File: config.mk
export PLATFORM = sky130hd
export DESIGN_NAME = sound_channel_allocator
export DESIGN_NICKNAME = d
export VERILOG_FILES = /design/src/sv/sca_pkg.sv /design/src/sv/sound_channel_allocator.sv /design/src/sv/sca_cell.sv
export VERILOG_INCLUDE_DIRS = /design/src /design/src/sv
export SDC_FILE = /design/constraint.sdc
export NUM_CORES = 1
export LEC_CHECK = 0
export BUFFER_PORTS_ARGS = -buffer_cell sky130_fd_sc_hd__buf_2
export CAP_MARGIN = 15
export CORE_UTILIZATION = 50
export DETAILED_ROUTE_END_ITERATION = 10
export GPL_TIMING_DRIVEN = 0
export PLACE_DENSITY = 0.77
export SYNTH_ARGS = -nofsm -noshare
export SYNTH_HDL_FRONTEND = slang
export SYNTH_HIERARCHICAL = 1
export SYNTH_SLANG_ARGS = --single-unit
export TNS_END_PERCENT = 30
File: constraint.sdc
create_clock -name clk_i -period 8.2 [get_ports clk_i]
set_input_delay 0.82 -clock clk_i [delete_from_list [all_inputs] [get_ports clk_i]]
set_output_delay 0.82 -clock clk_i [all_outputs]
set_load 0.01 [all_outputs]
File: src/sv/sound_channel_allocator_assert.svh
// assertion macros for the sound channel allocator, clocked on clk_i, reset by rst_ni
`ifndef SOUND_CHANNEL_ALLOCATOR_ASSERT_SVH
`define SOUND_CHANNEL_ALLOCATOR_ASSERT_SVH

`ifndef SYNTHESIS
`define SCA_ASSERT_IMP(lbl, ante, cons) \
  lbl: assert property (@(posedge clk_i) disable iff (!rst_ni) (ante) |-> (cons)) \
    else $error("sound channel allocator check failed");
`define SCA_ASSERT_NXT(lbl, ante, cons) \
  lbl: assert property (@(posedge clk_i) disable iff (!rst_ni) (ante) |=> (cons)) \
    else $error("sound channel allocator check failed");
`else
`define SCA_ASSERT_IMP(lbl, ante, cons)
`define SCA_ASSERT_NXT(lbl, ante, cons)
`endif

`endif

File: src/sv/sca_pkg.sv
`timescale 1ns / 1ps

package sca_pkg;

  // request operations
  typedef enum logic [1:0] {
    OP_START    = 2'd0,
    OP_STOP     = 2'd1,
    OP_TICK     = 2'd2,
    OP_STOP_ALL = 2'd3
  } op_e;

  // channel index as carried along the chain, enough for 32 channels
  localparam int unsigned ChanIdxW = 5;

  // request as latched by the controller and broadcast to every cell
  typedef struct packed {
    logic        en;
    op_e         op;
    logic [15:0] origin;
    logic [7:0]  sound;
    logic [7:0]  prio;
    logic [15:0] dur;
    logic        pickup;
  } req_t;

  // controller strobes to all cells
  typedef struct packed {
    logic        clr;
    logic        commit;
    logic        use_free;
    logic [31:0] tick;
  } ctl_t;

  // scan token and search carries handed from cell to cell
  typedef struct packed {
    logic                tok;
    logic                hit1;
    logic                hit2;
    logic                hit3;
    logic [ChanIdxW-1:0] idx2;
    logic [ChanIdxW-1:0] idx3;
  } link_t;

endpackage

File: src/sv/sound_channel_allocator.sv
`timescale 1ns / 1ps

// Sound channel allocator: keeps NUM_CHANNELS sound channels and serves one
// request at a time (start, stop by origin, tick, stop all), answering every
// request with exactly one result (grant flag, channel, freed and active masks;
// masks cover channels 0 to 7, channel numbers are reported modulo 8).
// The channels sit in a row of cells; a scan token walks the row one cell per
// clock. Between acceptance and the next acceptance a request passes these
// steps: the token is launched and crosses the row, a commit step writes the
// granted channel, and a write step loads the result register once it is
// free; no new request is taken before that.
// The result register lets a finished result wait for the consumer while the
// next request is already taken. With sound_enable low every request is
// answered with no grant, nothing freed and the current active mask, and the
// tick count holds. The config port is always ready; write it only between
// requests.
module sound_channel_allocator import sca_pkg::*; #(
  parameter int unsigned NUM_CHANNELS = 8
) (
  input  logic        clk_i,
  input  logic        rst_ni,
  // request channel
  input  logic        in_valid_i,
  output logic        in_ready_o,
  input  logic [1:0]  operation_i,
  input  logic [15:0] origin_id_i,
  input  logic [7:0]  sound_id_i,
  input  logic [7:0]  priority_req_i,
  input  logic [15:0] duration_i,
  input  logic        is_pickup_i,
  // result channel
  output logic        out_valid_o,
  input  logic        out_ready_i,
  output logic        granted_o,
  output logic [2:0]  channel_o,
  output logic [7:0]  freed_mask_o,
  output logic [7:0]  active_mask_o,
  // sound_enable register write
  input  logic        cfg_valid_i,
  output logic        cfg_ready_o,
  input  logic        cfg_data_i
);

  `include "sound_channel_allocator_assert.svh"

  typedef enum logic [3:0] {
    ST_IDLE   = 4'b0001,
    ST_SCAN   = 4'b0010,
    ST_COMMIT = 4'b0100,
    ST_WRITE  = 4'b1000
  } state_e;

  state_e state_q, state_d;

  logic                en_q;
  logic [31:0]         tick_q;
  req_t                req_q;
  logic                go_q;
  logic                hit2_q;
  logic                hit3_q;
  logic [ChanIdxW-1:0] idx_q;

  logic                out_valid_q;
  logic                granted_q;
  logic [2:0]          channel_q;
  logic [7:0]          freed_mask_q;
  logic [7:0]          active_mask_q;

  logic                in_acc;
  logic                out_load;
  logic                grant;
  ctl_t                ctl;
  link_t               links [NUM_CHANNELS+1];
  logic [NUM_CHANNELS-1:0] cell_act;
  logic [NUM_CHANNELS-1:0] cell_freed;
  logic [7:0]          act_mask;
  logic [7:0]          freed_mask;
  link_t               tail;

  assign in_ready_o  = (state_q == ST_IDLE);
  assign in_acc      = in_valid_i & in_ready_o;
  assign cfg_ready_o = 1'b1;
  assign out_load    = (state_q == ST_WRITE) && (!out_valid_q || out_ready_i);
  assign tail        = links[NUM_CHANNELS];
  assign grant       = req_q.en && (req_q.op == OP_START) && (hit2_q || hit3_q);

  // token into the first cell, search carries start empty
  always_comb begin
    links[0]      = '0;
    links[0].tok  = go_q;
    ctl.clr       = in_acc;
    ctl.commit    = (state_q == ST_COMMIT) && req_q.en && (req_q.op == OP_START);
    ctl.use_free  = hit2_q;
    ctl.tick      = tick_q;
  end

  for (genvar c = 0; c < NUM_CHANNELS; c++) begin : g_cell
    sca_cell #(
      .CHAN_IDX (c)
    ) u_cell (
      .clk_i    (clk_i),
      .rst_ni   (rst_ni),
      .req_i    (req_q),
      .ctl_i    (ctl),
      .link_i   (links[c]),
      .link_o   (links[c+1]),
      .active_o (cell_act[c]),
      .freed_o  (cell_freed[c])
    );
  end

  // masks show channels 0 to 7 only
  for (genvar k = 0; k < 8; k++) begin : g_mask
    if (k < NUM_CHANNELS) begin : g_used
      assign act_mask[k]   = cell_act[k];
      assign freed_mask[k] = cell_freed[k];
    end else begin : g_none
      assign act_mask[k]   = 1'b0;
      assign freed_mask[k] = 1'b0;
    end
  end

  always_comb begin
    state_d = state_q;
    case (state_q)
      ST_IDLE: begin
        if (in_acc) begin
          state_d = ST_SCAN;
        end
      end
      ST_SCAN: begin
        if (tail.tok) begin
          state_d = ST_COMMIT;
        end
      end
      ST_COMMIT: begin
        state_d = ST_WRITE;
      end
      ST_WRITE: begin
        if (out_load) begin
          state_d = ST_IDLE;
        end
      end
      default: begin
        state_d = ST_IDLE;
      end
    endcase
  end

  always_ff @(posedge clk_i or negedge rst_ni) begin
    if (!rst_ni) begin
      state_q     <= ST_IDLE;
      en_q        <= 1'b1;
      tick_q      <= 32'd0;
      go_q        <= 1'b0;
      out_valid_q <= 1'b0;
    end else begin
      state_q <= state_d;
      go_q    <= in_acc;
      if (cfg_valid_i && cfg_ready_o) begin
        en_q <= cfg_data_i;
      end
      // tick count advances before the expiry scan sees it
      if (in_acc && en_q && (op_e'(operation_i) == OP_TICK)) begin
        tick_q <= tick_q + 32'd1;
      end
      if (out_load) begin
        out_valid_q <= 1'b1;
      end else if (out_ready_i) begin
        out_valid_q <= 1'b0;
      end
    end
  end

  always_ff @(posedge clk_i) begin
    if (in_acc) begin
      req_q.en     <= en_q;
      req_q.op     <= op_e'(operation_i);
      req_q.origin <= origin_id_i;
      req_q.sound  <= sound_id_i;
      req_q.prio   <= priority_req_i;
      req_q.dur    <= duration_i;
      req_q.pickup <= is_pickup_i;
    end
    // search outcome as the token leaves the last cell
    if ((state_q == ST_SCAN) && tail.tok) begin
      hit2_q <= tail.hit2;
      hit3_q <= tail.hit3;
      idx_q  <= tail.hit2 ? tail.idx2 : tail.idx3;
    end
    if (out_load) begin
      granted_q     <= grant;
      channel_q     <= grant ? idx_q[2:0] : 3'd0;
      freed_mask_q  <= freed_mask;
      active_mask_q <= act_mask;
    end
  end

  assign out_valid_o   = out_valid_q;
  assign granted_o     = granted_q;
  assign channel_o     = channel_q;
  assign freed_mask_o  = freed_mask_q;
  assign active_mask_o = active_mask_q;

  // the token leaves the row only during a scan
  `SCA_ASSERT_IMP(a_tail_in_scan, tail.tok, state_q == ST_SCAN)
  // a new result appears only from the write step
  `SCA_ASSERT_NXT(a_load_from_write, !out_valid_q && (state_q != ST_WRITE), !out_valid_q)
  // without a grant nothing freed can be active again
  `SCA_ASSERT_IMP(a_no_regrant, out_valid_o && !granted_o, (freed_mask_o & active_mask_o) == 8'd0)
  // at most one channel is freed and retaken by one request
  `SCA_ASSERT_IMP(a_one_retake, out_valid_o, $countones(freed_mask_o & active_mask_o) <= 1)

endmodule

File: src/sv/sca_cell.sv
`timescale 1ns / 1ps

module sca_cell import sca_pkg::*; #(
  parameter int unsigned CHAN_IDX = 0
) (
  input  logic  clk_i,
  input  logic  rst_ni,
  input  req_t  req_i,
  input  ctl_t  ctl_i,
  input  link_t link_i,
  output link_t link_o,
  output logic  active_o,
  output logic  freed_o
);

  logic        act_q;
  logic        freed_q;
  logic        sel2_q;
  logic        cand3_q;
  link_t       link_q;
  link_t       link_d;
  logic [7:0]  sound_q;
  logic [7:0]  prio_q;
  logic [15:0] origin_q;
  logic        pickup_q;
  logic [31:0] end_q;

  logic        eval;
  logic        org_eq;
  logic        pk_eq;
  logic [31:0] diff;
  logic        rel1;
  logic        rel2;
  logic        act1;
  logic        take2;
  logic        cand3;
  logic        rel_now;
  logic        take;

  always_comb begin
    eval    = link_i.tok & req_i.en;
    org_eq  = (origin_q == req_i.origin);
    pk_eq   = (pickup_q == req_i.pickup);
    diff    = end_q - ctl_i.tick;
    rel1    = 1'b0;
    rel2    = 1'b0;
    act1    = act_q;
    take2   = 1'b0;
    cand3   = 1'b0;
    rel_now = 1'b0;
    link_d  = link_i;
    if (eval) begin
      case (req_i.op)
        OP_START: begin
          // drop the earlier sound of this origin and class
          rel1 = !link_i.hit1 && act_q && org_eq && pk_eq;
          act1 = act_q && !rel1;
          // first free channel, or a matching busy one ahead of it
          if (!link_i.hit2) begin
            if (!act1) begin
              take2 = 1'b1;
            end else if ((req_i.origin != 16'd0) && org_eq && pk_eq) begin
              take2 = 1'b1;
              rel2  = 1'b1;
            end
          end
          // steal candidate, used only when every channel stays busy
          cand3   = !link_i.hit3 && (prio_q >= req_i.prio);
          rel_now = rel1 | rel2;
        end
        OP_STOP: begin
          rel1    = !link_i.hit1 && act_q && org_eq;
          rel_now = rel1;
        end
        OP_TICK: begin
          rel_now = act_q && diff[31];
        end
        OP_STOP_ALL: begin
          rel_now = act_q;
        end
        default: begin
          rel_now = 1'b0;
        end
      endcase
    end
    link_d.hit1 = link_i.hit1 | rel1;
    link_d.hit2 = link_i.hit2 | take2;
    link_d.hit3 = link_i.hit3 | cand3;
    link_d.idx2 = take2 ? ChanIdxW'(CHAN_IDX) : link_i.idx2;
    link_d.idx3 = cand3 ? ChanIdxW'(CHAN_IDX) : link_i.idx3;
    take        = ctl_i.commit & (ctl_i.use_free ? sel2_q : cand3_q);
  end

  always_ff @(posedge clk_i or negedge rst_ni) begin
    if (!rst_ni) begin
      act_q   <= 1'b0;
      freed_q <= 1'b0;
      sel2_q  <= 1'b0;
      cand3_q <= 1'b0;
      link_q  <= '0;
    end else begin
      link_q <= link_d;
      if (ctl_i.clr) begin
        freed_q <= 1'b0;
        sel2_q  <= 1'b0;
        cand3_q <= 1'b0;
      end
      if (eval && (req_i.op == OP_START)) begin
        sel2_q  <= take2;
        cand3_q <= cand3;
      end
      if (rel_now) begin
        act_q   <= 1'b0;
        freed_q <= 1'b1;
      end
      if (take) begin
        act_q <= 1'b1;
        // stolen channel counts as freed
        if (act_q) begin
          freed_q <= 1'b1;
        end
      end
    end
  end

  always_ff @(posedge clk_i) begin
    if (rel_now) begin
      end_q <= 32'd0;
    end
    if (take) begin
      sound_q  <= req_i.sound;
      origin_q <= req_i.origin;
      pickup_q <= req_i.pickup;
      prio_q   <= req_i.prio;
      end_q    <= ctl_i.tick + 32'(req_i.dur);
    end
  end

  assign link_o   = link_q;
  assign active_o = act_q;
  assign freed_o  = freed_q;

endmodule

* Yosys cells after proc, flatten, opt, wreduce, memory -nomap -nowiden
Index checks and enable logic that the tools add are counted.
** Storage, ports and cells
- Output and inout port bits :: 23
- Register bits after elaboration :: 665
- Input bits :: 57
- Logic and storage cells :: 566
** Cells by class
- Equality and inequality tests :: 27
- Mux-type cells :: 226
- Order comparisons :: 8
- Bitwise logic cells :: 45
- Reductions and logical operators :: 123
- Add/sub/neg operators :: 10
** Operators by type and width (count)
- $mux W32 :: 16
- $sub A32 B32 Y32 :: 8
- $mux W1 :: 178
- $eq A16 B16 Y1 :: 8
- $logic_and A1 B1 Y1 :: 78
- $ge A8 B8 Y1 :: 8
- $reduce_bool A2 Y1 :: 17
- $mux W3 :: 11
- $add A32 B1 Y32 const B :: 1
- $add A32 B16 Y32 :: 1
- $pmux W1 S4 :: 8
- $or A1 B1 Y1 :: 28
- $logic_not A1 Y1 :: 23
- $and A1 B1 Y1 :: 17
- $pmux W4 S4 :: 1
- $reduce_bool A16 Y1 :: 1
- $pmux W1 S2 :: 7
- $mux W4 :: 3
- $eq A1 B1 Y1 :: 8
- $eq A2 B2 Y1 const B :: 3
- $eq A4 B1 Y1 const B :: 1
- $eq A4 B2 Y1 const B :: 1
- $eq A4 B3 Y1 const B :: 1
- $eq A4 B4 Y1 const B :: 1
- 7 further kinds :: 10

* Longest topological paths before layout
Gate-level depths: netlist of the first run.
- Depth in word-level cells :: 16
- Gate-level depth with buffers :: 11

* By module
Netlist of the first run, hierarchy kept.
** Modules (own cells, without submodules)
- sca_cell at g_cell[1].u_cell ... :: instances 5, area an instance 4727.0 sq um, cells an instance 460
- sca_cell at g_cell[0].u_cell ... :: instances 2, area an instance 4898.4 sq um, cells an instance 476
- sca_cell at g_cell[3].u_cell :: instances 1, area an instance 4764.6 sq um, cells an instance 460
- sound_channel_allocator :: instances 1, area an instance 4182.8 sq um, cells an instance 251

* Worst setup path before layout of the first run
No wires, ideal clock.
- Path type :: register to register
- From :: register req_q[49] (netlist name)
- To :: register g_cell[1].u_cell.end_q[0] (enable)
- Stages on the path, launching flop included :: 8
- Clock period less this slack :: 4.160 ns
- Data arrival time :: 3.770 ns
- Path buffers :: 0
- Path slack :: 4.040 ns
- Cells stage by stage :: edfxtp_1 -> nor2_1 -> nand2_1 -> nor4_1 -> nand2_1 -> inv_1 -> nor2_1 -> nand2_1
** RTL lines
- start, declared :: line sound_channel_allocator.sv:57 : req_t req_q;
- end signal, assigned :: line sca_cell.sv:135 : end_q <= ctl_i.tick + 32'(req_i.dur);
- end, declared :: line sca_cell.sv:26 : logic [31:0] end_q;

* Worst setup path after layout of the first run
- From :: register tick_q[0]
- To :: register g_cell[4].u_cell.end_q[30] (data pin)
** Between the ends
- Longest elaborated chain between the ends :: 2
** Ends and longest elaborated chain
- start, declared :: line sound_channel_allocator.sv:56 : logic [31:0] tick_q;
- start signal, assigned :: line sound_channel_allocator.sv:165 : tick_q <= tick_q + 32'd1;
- $add A32 B16 Y32 :: line sca_cell.sv:135
- $mux W32 :: line sca_cell.sv:130 : if (take) begin
- end signal, assigned :: line sca_cell.sv:135
- end, declared :: line sca_cell.sv:26
Every way passes these cells.
A chain may end at the register's enable or synchronous reset.

==> results of run 1 <==
-- routing by layer --
metal  routed length, um  track usage (%)  share of wire (%)  up-vias
met5                   0                0                  0        -
met4                5880             12.8                5.3        0
met3                9480             3.95                8.6      316
met2               50200             42.1                 46     1447
met1               44400             34.6                 40    15100
li1                    -                -                  -    14600
-- final timing paths --
kind	to	slack, ns	cells after the start
worst max-delay path	g_cell[4].u_cell/end_q[30]	3.87	11
worst min-delay path	g_cell[1].u_cell/active_o	0.16	1
worst max register to register	g_cell[4].u_cell/end_q[30]	3.87	11
worst min register to register	g_cell[6].u_cell/link_o[13]	0.39	0
max in group asynchronous	g_cell[0].u_cell/cand3_q	7.10	2
min in group clk_i	req_q[8]	0.35	1
-- cells in the final DEF (no fill, tap or decap), drive strengths merged, types with 12 or more instances in the layout --
cell type,count
edfxtp,525
ha,433
inv,381
nor2,341
nand2,250
a21oi,244
xor2,190
o21ai,159
xnor2,154
dfrtp,148
clkbuf,137
buf,126
nor3,115
nand4,105
nor4,101
nand2b,66
nand3,61
a21o,56
nor2b,51
or3,50
and3,44
o211ai,36
and2,30
or2,26
a211o,24
a211oi,24
a31oi,23
o21a,23
clkinv,20
and4,19
mux2i,16
o41ai,14
mux2,12
conb,12
o2111ai,12
-- flip-flops by register name, indices dropped and copies added, names as in the netlist, 32 cells and up --
register / cells
req_q: 44
g_cell.u_cell/prio_q: 64
g_cell.u_cell/origin_q: 128
g_cell.u_cell/link_o: 79
g_cell.u_cell/end_q: 256
tick_q: 32
-- where the power goes --
part	internal [uW]	switching, uW
logic	594	827
clock network	2120	1470
registers	3880	430
total	6590	2730
-- stage by stage --
step / worst slack [ns] / hold slack [ns] / std cells / utilization, % / total power, uW
2_1_floorplan: 4.04 / 0.367 / 3899 / - / 5160
3_3_place_gp: -0.927 / 0.377 / 5029 / 52.9 / 5620
3_5_place_dp: 3.80 / 0.378 / 5060 / 53.9 / 5710
4_1_cts: 3.73 / 0.159 / 5202 / 57.2 / 9280
5_1_grt: 3.86 / 0.180 / 5213 / 57.5 / 9660
6_report: 3.87 / 0.163 / 5215 / 57.5 / 9320
-- final cells by class --
type / count / area, sq um
Antenna cell: 2 / 5.00
Sequential cell: 675 / 19500
Buffer: 43 / 226
Inverter: 378 / 1420
Timing Repair Buffer: 112 / 1400
Tap cell: 1060 / 1330
Clock buffer: 108 / 2240
Multi-Input combinational cell: 2803 / 20000
Clock inverter: 34 / 413
Fill cell: 6489 / 34400
==> out/metrics.yaml, run 1 <==
dp.final_hpwl_um: 72900
cts_inserted_buffers: 76
setup_viol: 0
buffers_inverters_on_critical_path: 2
syn_avg_cell_area_sq_um: 10.6
power_per_cell_area_nw_per_um2: 200
drt.antenna.violating_nets: 0
worst_path_maximum_fanout: 20
stdcell_area_sq_um: 46500
floorplan.initialDensity_pct: 50.8
gp_congestion: 0.874
grt-ovfl-total: 0
via_count_of_the_first_global_routing_pass: 30400
grt_antenna_before_repair: 1
totalWireLength_um: 110000
global_route.usage.total_pct: 26.2
cts_htree_levels: 3
via_count: 31400
row_count: 104
post_route_cells_drive_above_1_share_pct: 8.04
dieWidth_um: 289
slew_viol_final: 0
tritoncts: "built"
num-nets-final: 4587
period_needed_ns: 4.33
clk_root_buffer_cell: "clkbuf_16"
initialDrtViolationCount: 3028
ir_drop_v: 0.000151
floorplan.core_area_sq_um: 80900
min-delay-path-class: "primary input to async pin"
yosys_warnings: 6
syn-instance-count: 3889
timing.critical_path.from: "tick_q[0]"
mappedNetlistArea_sq_um: 41100
regToRegStartpoint: "tick_q[0]"
max_slew.worst_pin.slew_ns: 1.28
placement.cell_area_sq_um: 43600
grt_start_max_net_pins: 105
fp.dieArea_sq_um: 83400
cp_launch_type: "flip-flop"
max-clock-path-buffers: 3
avgViaCountPerCell: 6.02
crit_path_max_incr_delay_ns: 1.09
tritoncts_num_sinks: 675
crit_required_ns: 8.67
cpMaxStageDelayCell: "dfrtp_1"
cpLargestDelayFamily: "compound AO/OA/AOI/OAI gates"
clkTransAtPathRegs_ns: 0.06
worst_slew_margin_rel_pct: 14.9
area_growth_pct: 13.2
firstDrtPassIters: 7
post_cts_resized: 0
final.setup.tns_ns: 0
run_status: "finished clean"
worstSetupEndpointType: "flip-flop"
worstSetupPathType: "flip-flop to flip-flop"
port-buffer-count: 70
clock.fmax_ghz: 0.231
drc: 0
io_pins: 80
leakagePower_uw: 0.0173
clk_latency_ns: 0.65
report.final.hold_viol_count: 0
routed_wire_length_per_instance_um: 21.1
grt_setup_unrepaired: "false"
fin_worst_skew_ns: 0.0248
max-cap-violations: 0
chipHeight_um: 289
hold_buffers: 0
wire_length_of_the_first_global_routing_pass_um: 168000
final.period_utilization_pct: 52.8
worstPathCellList: "ha_1 -> inv_1 -> fa_1 -> nand2b_1 -> a211oi_2 -> nor4b_1 -> o41ai_2 -> nand2_1 -> buf_2 -> or3_1 -> a21oi_1"
post-cts-setup-buffer-count: 0
cp.arrival_ns: 4.80
No activity file was read; power rests on OpenSTA's default activity.
==> run 2: changes to the inputs <==
- clock period: 8.2 -> 4.3 ns (I/O delays scaled with it)
==> out/metrics.yaml, run 2 (synthesized netlist as in run 1, its figures left out) <==
run_status: "finished clean"
grt_setup_unrepaired: "false"
drt.antenna.violating_nets: 0  # unchanged
dieWidth_um: 289  # unchanged
worstPathCellList: "xor2_1 -> nor4_1 -> nand4_1 -> nor3_1 -> nor2_1 -> nand2_1 -> buf_16"
leakagePower_uw: 0.0175  # +0.76%
drc: 0  # unchanged
worstSetupEndpointType: "flip-flop"
worstSetupPathType: "flip-flop to flip-flop"
cpMaxStageDelayCell: "edfxtp_1"
period_needed_ns: 4.16  # -0.171 ns
via_count_of_the_first_global_routing_pass: 30600  # +0.57%
wire_length_of_the_first_global_routing_pass_um: 169000  # +0.56%
n_fill_cell: 6472  # -0.26%
internal_power_uw: 12600  # +91%
regToRegStartpoint: "req_q[39]"
leading_cell_type_in_the_layout_fill_and_taps_excluded: "edfxtp_1"
largest_register_ff_count: 256  # unchanged
holdPathEnd: "en_q"
ir_drop_v: 0.000289  # +91%
critical_r2r_capture: "g_cell[4].u_cell/end_q[16]"
grt_start_max_net_pins: 105  # unchanged
gp_congestion: 0.874  # unchanged
share_seq_of_total_power_pct: 46.4  # about the same
chipHeight_um: 289  # unchanged
buffers_inverters_on_critical_path: 1  # -1
fin_worst_skew_ns: 0.0290  # +0.00423 ns
final_core_util_pct: 58.0  # +0.45 points
tritoncts_num_sinks: 675  # unchanged
via_count: 31500  # +0.38%
pwr-share-clk_pct: 38.5  # about the same
clk_latency_ns: 0.65  # about the same
worst-r2r-setup-slack_ns: 0.14  # -3.73 ns
routed_wire_length_per_instance_um: 21.0  # -0.44%
clock.fmax_ghz: 0.240  # +4.1%
report.final.hold_viol_count: 0  # unchanged
critical_path_depth: 7  # -4
clkTransAtPathRegs_ns: 0.06  # about the same
switchingPower_uw: 5200  # +91%
dp_slack_ns: -0.103  # -3.90 ns
cpLargestDelayFamily: "simple AND/OR/NAND/NOR gates"
totalWireLength_um: 110000  # +0.33%
max-cap-violations: 0  # unchanged
avgViaCountPerCell: 6.00  # -0.38%
grt_antenna_before_repair: 1  # unchanged
final.period_utilization_pct: 96.8  # +44 points
switching_share_pct: 29.3  # about the same
power_per_cell_area_nw_per_um2: 379  # +89%
pwr-share-comb_pct: 15.1  # about the same
setup_viol: 0  # unchanged
regMostFlops: "g_cell.u_cell/end_q"
worst_path_maximum_fanout: 24  # +20%
floorplan.core_area_sq_um: 80900  # unchanged
layout.cells.most_common_list: "edfxtp_1, ha_1, inv_1"
worst_slew_margin_rel_pct: 13.5  # -1.4 points
row_count: 104  # unchanged
crit_path_max_incr_delay_ns: 1.12  # +0.03 ns
initialDrtViolationCount: 3181  # +5.1%
port-buffer-count: 70  # unchanged
max_slew.worst_pin.slew_ns: 1.30  # +0.0206 ns
tritoncts: "built"
max-clock-path-buffers: 3  # unchanged
power.total_uw: 17800  # +91%
cts_inserted_buffers: 76  # unchanged
dp.final_hpwl_um: 72900  # unchanged
global_route.usage.total_pct: 26.3  # +0.15 points
min-delay-path-class: "primary input to flip-flop"
final.setup.tns_ns: 0  # unchanged
crit_required_ns: 4.63  # -4.04 ns
io_pins: 80  # unchanged
clk_root_buffer_cell: "clkbuf_16"
area_growth_pct: 14.1
fp.dieArea_sq_um: 83400  # unchanged
min_from: "cfg_data_i"
postLayoutSetupSlackWorst_ns: 0.138  # -3.73 ns
worst_r2r_path_depth: 7  # -4
cp_launch_type: "flip-flop"
cp.arrival_ns: 4.50  # -0.30 ns
floorplan.initialDensity_pct: 50.8  # unchanged
post_route_cells_drive_above_1_share_pct: 8.04  # about the same
slew_viol_final: 0  # unchanged
num-nets-final: 4628  # +0.89%
hold-path-cell-count: 2
cts_htree_levels: 3  # unchanged
firstDrtPassIters: 6  # -1
grt-ovfl-total: 0  # unchanged
[run 2: power groups by stage]
stage	clock [uW]	sequential, uW	combinational, uW
global route	7150	8270	3000
CTS	6890	8240	2590
floorplan	0	7920	1930
global placement	0	8370	2360
finish	6840	8240	2680
detailed placement	0	8370	2520
[run 2: how the worst max path moves through the flow]
stage / start / endpoint / slack [ns]
6_report: req_q[39] / g_cell[4].u_cell/end_q[16] / 0.14
2_1_floorplan: req_q[49] / g_cell[1].u_cell/end_q[0] / 0.14
5_1_grt: tick_q[29] / g_cell[1].u_cell/end_q[8] / 0.009
3_3_place_gp: req_q[49] / g_cell[5].u_cell/end_q[0] / -4.83
4_1_cts: tick_q[28] / g_cell[4].u_cell/end_q[16] / 0.04
3_5_place_dp: req_q[50] / g_cell[4].u_cell/end_q[17] / -0.10
[run 2: per-layer routing]
layer | global-route usage (%) | routed length [um] | vias to the layer above
li1 | - | - | 14600
met1 | 34.7 | 45000 | 15200
met2 | 42.5 | 50700 | 1422
met3 | 3.92 | 9030 | 300
met4 | 13.0 | 5630 | 0
met5 | 0 | 0 | -
[run 2: final cells by class]
type                       instances  area, sq um  share of cell area (%)
clock inverter                    34          413                   0.880
inverter                         378         1420                    3.04
timing repair buffer             153         1760                    3.74
buffer                            43          226                   0.483
tap                             1060         1330                    2.83
multi-input combinational       2803        20000                    42.6
antenna                            1         2.50                 0.00533
sequential                       675        19500                    41.6
clock buffer                     108         2240                    4.77
[run 2: what timing repair did]
| item | in CTS | in global routing |
|---|---|---|
| gates resized for setup | 3 | 1 |
| endpoints found under the hold margin | 85 | 0 |
| hold buffers | 42 | 0 |
| buffers inserted | 0 | 2 |
| setup endpoints to repair | 44 | 27 |
[run 2: through the flow]
stage / area (sq um) / hold slack (ns) / std cells
floorplan: 41100 / 0.134 / 3899
global placement: 42800 / 0.377 / 5029
detailed placement: 43600 / 0.378 / 5060
CTS: 46700 / 0.00145 / 5244
global route: 46900 / 0.00659 / 5254
finish: 46900 / 0.0114 / 5255
[run 2: worst reg2reg max path, cell delays in order (launching register included)]
cell and delay [ns]:
edfxtp_1 1.12, xor2_1 0.17, nor4_1 0.43, nand4_1 0.31, nor3_1 0.88, nor2_1 0.08
nand2_1 0.63, buf_16 0.24
